### config.mk
export PLATFORM = sky130hd
export DESIGN_NAME = histogram_chi_square_accumulator_top
export DESIGN_NICKNAME = d
export VERILOG_FILES = /design/src/rtl/hcsa_pkg.sv /design/src/rtl/histogram_chi_square_accumulator_top.sv
export SDC_FILE = /design/constraint.sdc
export NUM_CORES = 2
export LEC_CHECK = 0
export ABC_AREA = 1
export ABC_CLOCK_PERIOD_IN_PS = 13300
export BUFFER_PORTS_ARGS = -buffer_cell sky130_fd_sc_hd__buf_2
export CORE_MARGIN = 1
export CORE_UTILIZATION = 40
export CTS_CLUSTER_DIAMETER = 30
export DETAILED_ROUTE_END_ITERATION = 10
export HOLD_SLACK_MARGIN = 0.06
export PLACE_DENSITY = 0.59
export SYNTH_ARGS = -nofsm -noshare
export SYNTH_HDL_FRONTEND = slang
export SYNTH_SLANG_ARGS = --single-unit
### constraint.sdc
create_clock -name clk -period 13.3 [get_ports clk]
set_input_delay 0.665 -clock clk [delete_from_list [all_inputs] [get_ports clk]]
set_output_delay 0.665 -clock clk [all_outputs]
set_load 0.01 [all_outputs]
### src/rtl/hcsa_pkg.sv
`default_nettype none

package hcsa_pkg;

  typedef enum logic [2:0] {
    S_IDLE,
    S_MUL_NUM,
    S_MUL_EA,
    S_MUL_EB,
    S_DEN,
    S_CHECK,
    S_DIV,
    S_ACC
  } state_t;

  localparam int VALUE_WIDTH = 31;
  localparam int ERROR_WIDTH = 31;
  localparam int MAG_WIDTH   = 32;
  localparam int SQ_WIDTH    = 63;
  localparam int SUM_WIDTH   = 64;

endpackage

`default_nettype wire

### src/rtl/histogram_chi_square_accumulator_top.sv
// Steps per item: three squares on one shared multiplier, the denominator sum, a check,
// the divider (skipped when both errors are zero or the term overflows) and accumulation;
// a last bin's result waits while out_stall holds it. No new item is taken until the
// previous one is through. The radix-2 divider forms one quotient bit per cycle.
// Reset: rst is synchronous, active high; clears the sequencer, the running sum,
// both flags and the output valid.
`default_nettype none

module histogram_chi_square_accumulator_top #(
  parameter int FRACTION_BITS = 16,
  parameter int TERM_WIDTH    = 48
) (
  input  wire logic                                 clk,
  input  wire logic                                 rst,
  input  wire logic                                 in_valid,
  output logic                                      in_stall,
  input  wire logic signed [hcsa_pkg::VALUE_WIDTH-1:0] value_a,
  input  wire logic signed [hcsa_pkg::VALUE_WIDTH-1:0] value_b,
  input  wire logic [hcsa_pkg::ERROR_WIDTH-1:0]     error_a,
  input  wire logic [hcsa_pkg::ERROR_WIDTH-1:0]     error_b,
  input  wire logic                                 last_bin,
  output logic                                      out_valid,
  input  wire logic                                 out_stall,
  output logic [hcsa_pkg::SUM_WIDTH-1:0]            chi_square_sum,
  output logic                                      zero_error_seen,
  output logic                                      saturated
);

  localparam int CW = hcsa_pkg::SQ_WIDTH + TERM_WIDTH;
  localparam int CNT_WIDTH = (TERM_WIDTH > 1) ? $clog2(TERM_WIDTH) : 1;
  localparam int MW = hcsa_pkg::MAG_WIDTH;
  localparam int SW = hcsa_pkg::SQ_WIDTH;

  hcsa_pkg::state_t state, state_next;

  logic [MW-1:0]          mag;
  logic [MW-1:0]          err_a;
  logic [MW-1:0]          err_b;
  logic                   last;
  logic [2*MW-1:0]        prod;
  logic [SW-1:0]          num;
  logic [SW-1:0]          den;
  logic [SW-1:0]          rem;
  logic [TERM_WIDTH-1:0]  lo;
  logic [TERM_WIDTH-1:0]  q;
  logic [CNT_WIDTH-1:0]   count;
  logic [hcsa_pkg::SUM_WIDTH-1:0] running_sum;
  logic                   zero_error_flag;
  logic                   saturation_flag;

  logic [MW-1:0]          mul_x;
  logic                   in_take;
  logic                   out_free;

  logic signed [MW-1:0]   diff;
  logic [CW-1:0]          num_w;
  logic [CW-1:0]          den_w;
  logic                   over;
  logic [SW:0]            trial;
  logic                   fits;
  logic [SW:0]            trial_sub;
  logic [hcsa_pkg::SUM_WIDTH:0] sum_ext;

  assign diff    = MW'(value_a) - MW'(value_b);
  assign in_take = in_valid && !in_stall;
  assign out_free = !out_valid || !out_stall;

  assign num_w = CW'(num) << FRACTION_BITS;
  assign den_w = CW'(den) << TERM_WIDTH;
  assign over  = (num_w >= den_w);

  assign trial     = {rem, lo[TERM_WIDTH-1]};
  assign fits      = (trial >= {1'b0, den});
  assign trial_sub = trial - {1'b0, den};

  assign sum_ext = {1'b0, running_sum} + (hcsa_pkg::SUM_WIDTH + 1)'(q);

  always_comb begin
    state_next = state;
    unique case (state)
      hcsa_pkg::S_IDLE:    if (in_take) state_next = hcsa_pkg::S_MUL_NUM;
      hcsa_pkg::S_MUL_NUM: state_next = hcsa_pkg::S_MUL_EA;
      hcsa_pkg::S_MUL_EA:  state_next = hcsa_pkg::S_MUL_EB;
      hcsa_pkg::S_MUL_EB:  state_next = hcsa_pkg::S_DEN;
      hcsa_pkg::S_DEN:     state_next = hcsa_pkg::S_CHECK;
      hcsa_pkg::S_CHECK: begin
        if (den == '0 || over) state_next = hcsa_pkg::S_ACC;
        else state_next = hcsa_pkg::S_DIV;
      end
      hcsa_pkg::S_DIV:     if (count == '0) state_next = hcsa_pkg::S_ACC;
      hcsa_pkg::S_ACC:     if (!last || out_free) state_next = hcsa_pkg::S_IDLE;
      default:             state_next = hcsa_pkg::S_IDLE;
    endcase
  end

  always_comb begin
    in_stall = rst || (state != hcsa_pkg::S_IDLE);
    unique case (state)
      hcsa_pkg::S_MUL_NUM: mul_x = mag;
      hcsa_pkg::S_MUL_EA:  mul_x = err_a;
      hcsa_pkg::S_MUL_EB:  mul_x = err_b;
      default:             mul_x = mag;
    endcase
  end

  always_ff @(posedge clk) begin
    if (rst) begin
      state <= hcsa_pkg::S_IDLE;
    end else begin
      state <= state_next;
    end
  end

  always_ff @(posedge clk) begin
    prod <= mul_x * mul_x;
    unique case (state)
      hcsa_pkg::S_IDLE: begin
        mag   <= diff[MW-1] ? (-diff) : diff;
        err_a <= MW'(error_a);
        err_b <= MW'(error_b);
        last  <= last_bin;
      end
      hcsa_pkg::S_MUL_EA: num <= prod[SW-1:0];
      hcsa_pkg::S_MUL_EB: den <= prod[SW-1:0];
      hcsa_pkg::S_DEN:    den <= den + prod[SW-1:0];
      hcsa_pkg::S_CHECK: begin
        rem   <= num_w[CW-1:TERM_WIDTH];
        lo    <= num_w[TERM_WIDTH-1:0];
        count <= CNT_WIDTH'(TERM_WIDTH - 1);
        if (den == '0) q <= '0;
        else if (over) q <= '1;
        else q <= '0;
      end
      hcsa_pkg::S_DIV: begin
        rem   <= fits ? trial_sub[SW-1:0] : trial[SW-1:0];
        lo    <= lo << 1;
        q     <= {q[TERM_WIDTH-2:0], fits};
        count <= count - 1'b1;
      end
      default: ;
    endcase
  end

  always_ff @(posedge clk) begin
    if (rst) begin
      running_sum     <= '0;
      zero_error_flag <= 1'b0;
      saturation_flag <= 1'b0;
      out_valid       <= 1'b0;
    end else begin
      if (out_valid && !out_stall && !(state == hcsa_pkg::S_ACC && last)) out_valid <= 1'b0;
      if (state == hcsa_pkg::S_CHECK) begin
        if (den == '0) zero_error_flag <= 1'b1;
        else if (over) saturation_flag <= 1'b1;
      end
      if (state == hcsa_pkg::S_ACC) begin
        if (!last) begin
          running_sum <= sum_ext[hcsa_pkg::SUM_WIDTH] ? '1
                                                      : sum_ext[hcsa_pkg::SUM_WIDTH-1:0];
          if (sum_ext[hcsa_pkg::SUM_WIDTH]) saturation_flag <= 1'b1;
        end else if (out_free) begin
          chi_square_sum  <= sum_ext[hcsa_pkg::SUM_WIDTH] ? '1
                                                          : sum_ext[hcsa_pkg::SUM_WIDTH-1:0];
          zero_error_seen <= zero_error_flag;
          saturated       <= saturation_flag || sum_ext[hcsa_pkg::SUM_WIDTH];
          out_valid       <= 1'b1;
          running_sum     <= '0;
          zero_error_flag <= 1'b0;
          saturation_flag <= 1'b0;
        end
      end
    end
  end

`ifndef SYNTH
  a_rem_below_den: assert property (@(posedge clk) disable iff (rst)
    (state == hcsa_pkg::S_DIV) |-> (rem < den))
    else $error("divider remainder not below divisor");

  a_accept_starts: assert property (@(posedge clk) disable iff (rst)
    in_take |=> (state == hcsa_pkg::S_MUL_NUM))
    else $error("accepted item did not start the sequencer");

  a_zero_den_term: assert property (@(posedge clk) disable iff (rst)
    (state == hcsa_pkg::S_CHECK && den == '0) |=> (q == '0 && zero_error_flag))
    else $error("zero-error bin not skipped");
`endif

endmodule

`default_nettype wire
==> flow_summary.json <==
{
  "run_status": "complete, no violations",
  "synth_warnings": 0,
  "diodes": 0,
  "viasPerCell": 5.168,
  "synth_seq_area_share": 0.2316,
  "finalHoldViolations": 0,
  "final-seq-area_um2": 15710,
  "first_iter_violations": 4309,
  "dp_cells": 10680,
  "min_from": "error_b[10]",
  "cts_max_path_buffers": 3,
  "synth.avg_cell_area_um2": 8.055,
  "finClkSkew_ns": 0.07415,
  "core_area_um2": 167800,
  "htree_levels": 4,
  "synthCells": 8417,
  "multi_input_area_um2": 44370,
  "critPathRequiredTime_ns": 13.97,
  "num_vias": 56730,
  "drive_gt1_frac": 0.07705,
  "reg2regPathDepth": 30,
  "clk_pin_slew_worst_paths_ns": 0.05,
  "finalCritPeriodShare": 0.7838,
  "dp_slack_ns": 3.140,
  "clk_root_buffer_cell": "clkbuf_16",
  "cts_tree": "built",
  "fin_hold_ws_ns": 0.1109,
  "ant_nets": 0,
  "critPathLaunchType": "register",
  "setup_viol": 0,
  "final_nets": 10100,
  "slew_headroom": 0.1312,
  "grt_pass1_vias": 58570,
  "clock.fmax_mhz": 95.93,
  "cp.arrival_ns": 11.09,
  "start_util": 0.4041,
  "cts_setup_buffers": 0,
  "rsz0062_at_grt": "no",
  "drc_errors": 0,
  "place_hpwl_mm": 184.2,
  "portBuffers": 196,
  "grt_max_degree": 163,
  "routedWlPerCell_um": 20.57,
  "synthesis.nets": 9864,
  "synth_ff_type": "edfxtp_1",
  "slew_violations": 0,
  "synth_cell_types": 67,
  "grt_usage": 0.2655,
  "crit_path_max_incr_delay_ns": 0.67,
  "crit_path_frequent_cell": "fa_1",
  "worstHoldEndpoint": "err_b[10]",
  "drtPass1Iterations": 6,
  "top_layer": "met5",
  "wirelength_mm": 225.8,
  "route.met2.wl_mm": 107.1,
  "reg2reg_from": "state[2]",
  "hold_buffers": 34,
  "crit_fanout": 17,
  "die_y_um": 413.7,
  "finalSetupTns_ns": 0,
  "final.min_clock_period_ns": 10.42,
  "path_class": "reg -> reg",
  "grt_overflow": 0,
  "grt_antenna_before_repair": 3,
  "gp_routability_congestion": 1.023,
  "slowest_stage": "clkinv_1",
  "end_kind": "register",
  "final_cells": 10980,
  "r2r_end": "prod[53]",
  "grt_pass1_wl_mm": 343.5,
  "min_path_cells": 1,
  "tightest_slew_ns": 1.302,
  "worstHoldPathType": "in -> reg",
  "async_flop_share": 0,
  "synth-edff-count": 435,
  "clock_latency_ns": 0.79,
  "rrSetupSlack_ns": 2.88,
  "cts.sinks": 567,
  "dieArea_um2": 171200,
  "rows": 150,
  "cts-resized-gates": 0,
  "area_growth_pct": 12.75,
  "maxCapViolations": 0,
  "dr_wl_met3_mm": 13.92,
  "ios": 197,
  "die_w_um": 413.7,
  "syn_area_um2": 67800,
  "synth_seq_cells": 567,
  "met1_length_mm": 96.98,
  "timing.final.ws_setup_ns": 2.876,
  "nFillCells": 16850,
  "cts-buffers-inserted": 142
}
## worst max-delay path, delay by kind of cell, from the launching register on
| family | cells | cell delay [ns] |
|---|---|---|
| buf+inv | 10 | 2.03 |
| simple gates | 6 | 1.75 |
| fa+ha+maj | 9 | 4.36 |
| flops | 1 | 0.41 |
| compound gates | 4 | 1.54 |
| xor+xnor | 1 | 0.15 |
## stage by stage
stage | instance area (um2) | util
4_1_cts | 76450 | 0.4556
2_1_floorplan | 67800 | -
5_1_grt | 76450 | 0.4556
6_report | 76450 | 0.4556
3_5_place_dp | 70920 | 0.4227
3_3_place_gp | 70920 | 0.4227
## cell families (layout without fill, tap and decap cells)
family	count (synthesis)	after routing	share of synthesized area
simple gates	3242	3242	0.2018
buf+inv	1982	2338	0.1148
fa+ha+maj	1318	1318	0.3315
compound gates	1092	1092	0.09242
flops	567	567	0.2316
xor+xnor	216	216	0.02790
## cell usage in the layout (no fill, tap or decap), types with 132 or more instances in the layout
cell type  instances
ha_1             521
dfxtp_1          132
nand3_1          273
o21ai_0          307
inv_1           1757
edfxtp_1         435
clkbuf_16        145
fa_1             797
a21oi_1          445
nand2_1         1645
nor2_1           962
buf_2            196
## cell usage after synthesis (all sizes together), types with 96 or more instances
cell type / count / area share
nor2: 988 / 0.056
ha: 521 / 0.096
nand3: 300 / 0.026
inv: 1791 / 0.099
dfxtp: 132 / 0.039
a21oi: 455 / 0.034
edfxtp: 435 / 0.19
xor2: 123 / 0.016
buf: 96 / 0.0084
nand2: 1679 / 0.095
o21ai: 337 / 0.025
fa: 797 / 0.24
## registers in the layout, summed over array words and instances, names as in the netlist, 3 cells and up
| register | flops |
|---|---|
| den | 63 |
| err_b | 31 |
| count | 6 |
| err_a | 31 |
| chi_square_sum | 64 |
| running_sum | 64 |
| state | 3 |
| num | 62 |
| lo | 32 |
| rem | 63 |
| q | 48 |
| mag | 32 |
| prod | 62 |
## worst max-delay path by stage
stage / slack (ns) / start / cells after the start / end
6_report: 2.88 / state[2] / 30 / prod[53]
2_1_floorplan: 4.87 / state[1] / 36 / prod[60]
3_3_place_gp: 3.24 / state[2] / 32 / prod[59]
3_5_place_dp: 3.14 / state[2] / 30 / prod[53]
5_1_grt: 2.54 / state[0] / 31 / prod[53]
4_1_cts: 3.07 / state[2] / 30 / prod[53]
## metal layers
metal  vias up  GRT usage
met2      1888     0.4480
met1     27520     0.3468
met4         2    0.09280
met3       383    0.03733
met5         -          0
li1      26940          -
## layout make-up
| type | count | share of cell area |
|---|---|---|
| sequential | 567 | 0.2054 |
| clock buffer | 164 | 0.04892 |
| multi-input combinational | 5868 | 0.5804 |
| tap | 2204 | 0.03607 |
| clock inverter | 100 | 0.01889 |
| timing repair buffer | 277 | 0.02206 |
| inverter | 1797 | 0.08827 |
Power is not shown: default switching activity piles up to over one toggle a cycle in this logic, so the estimate is an artifact.
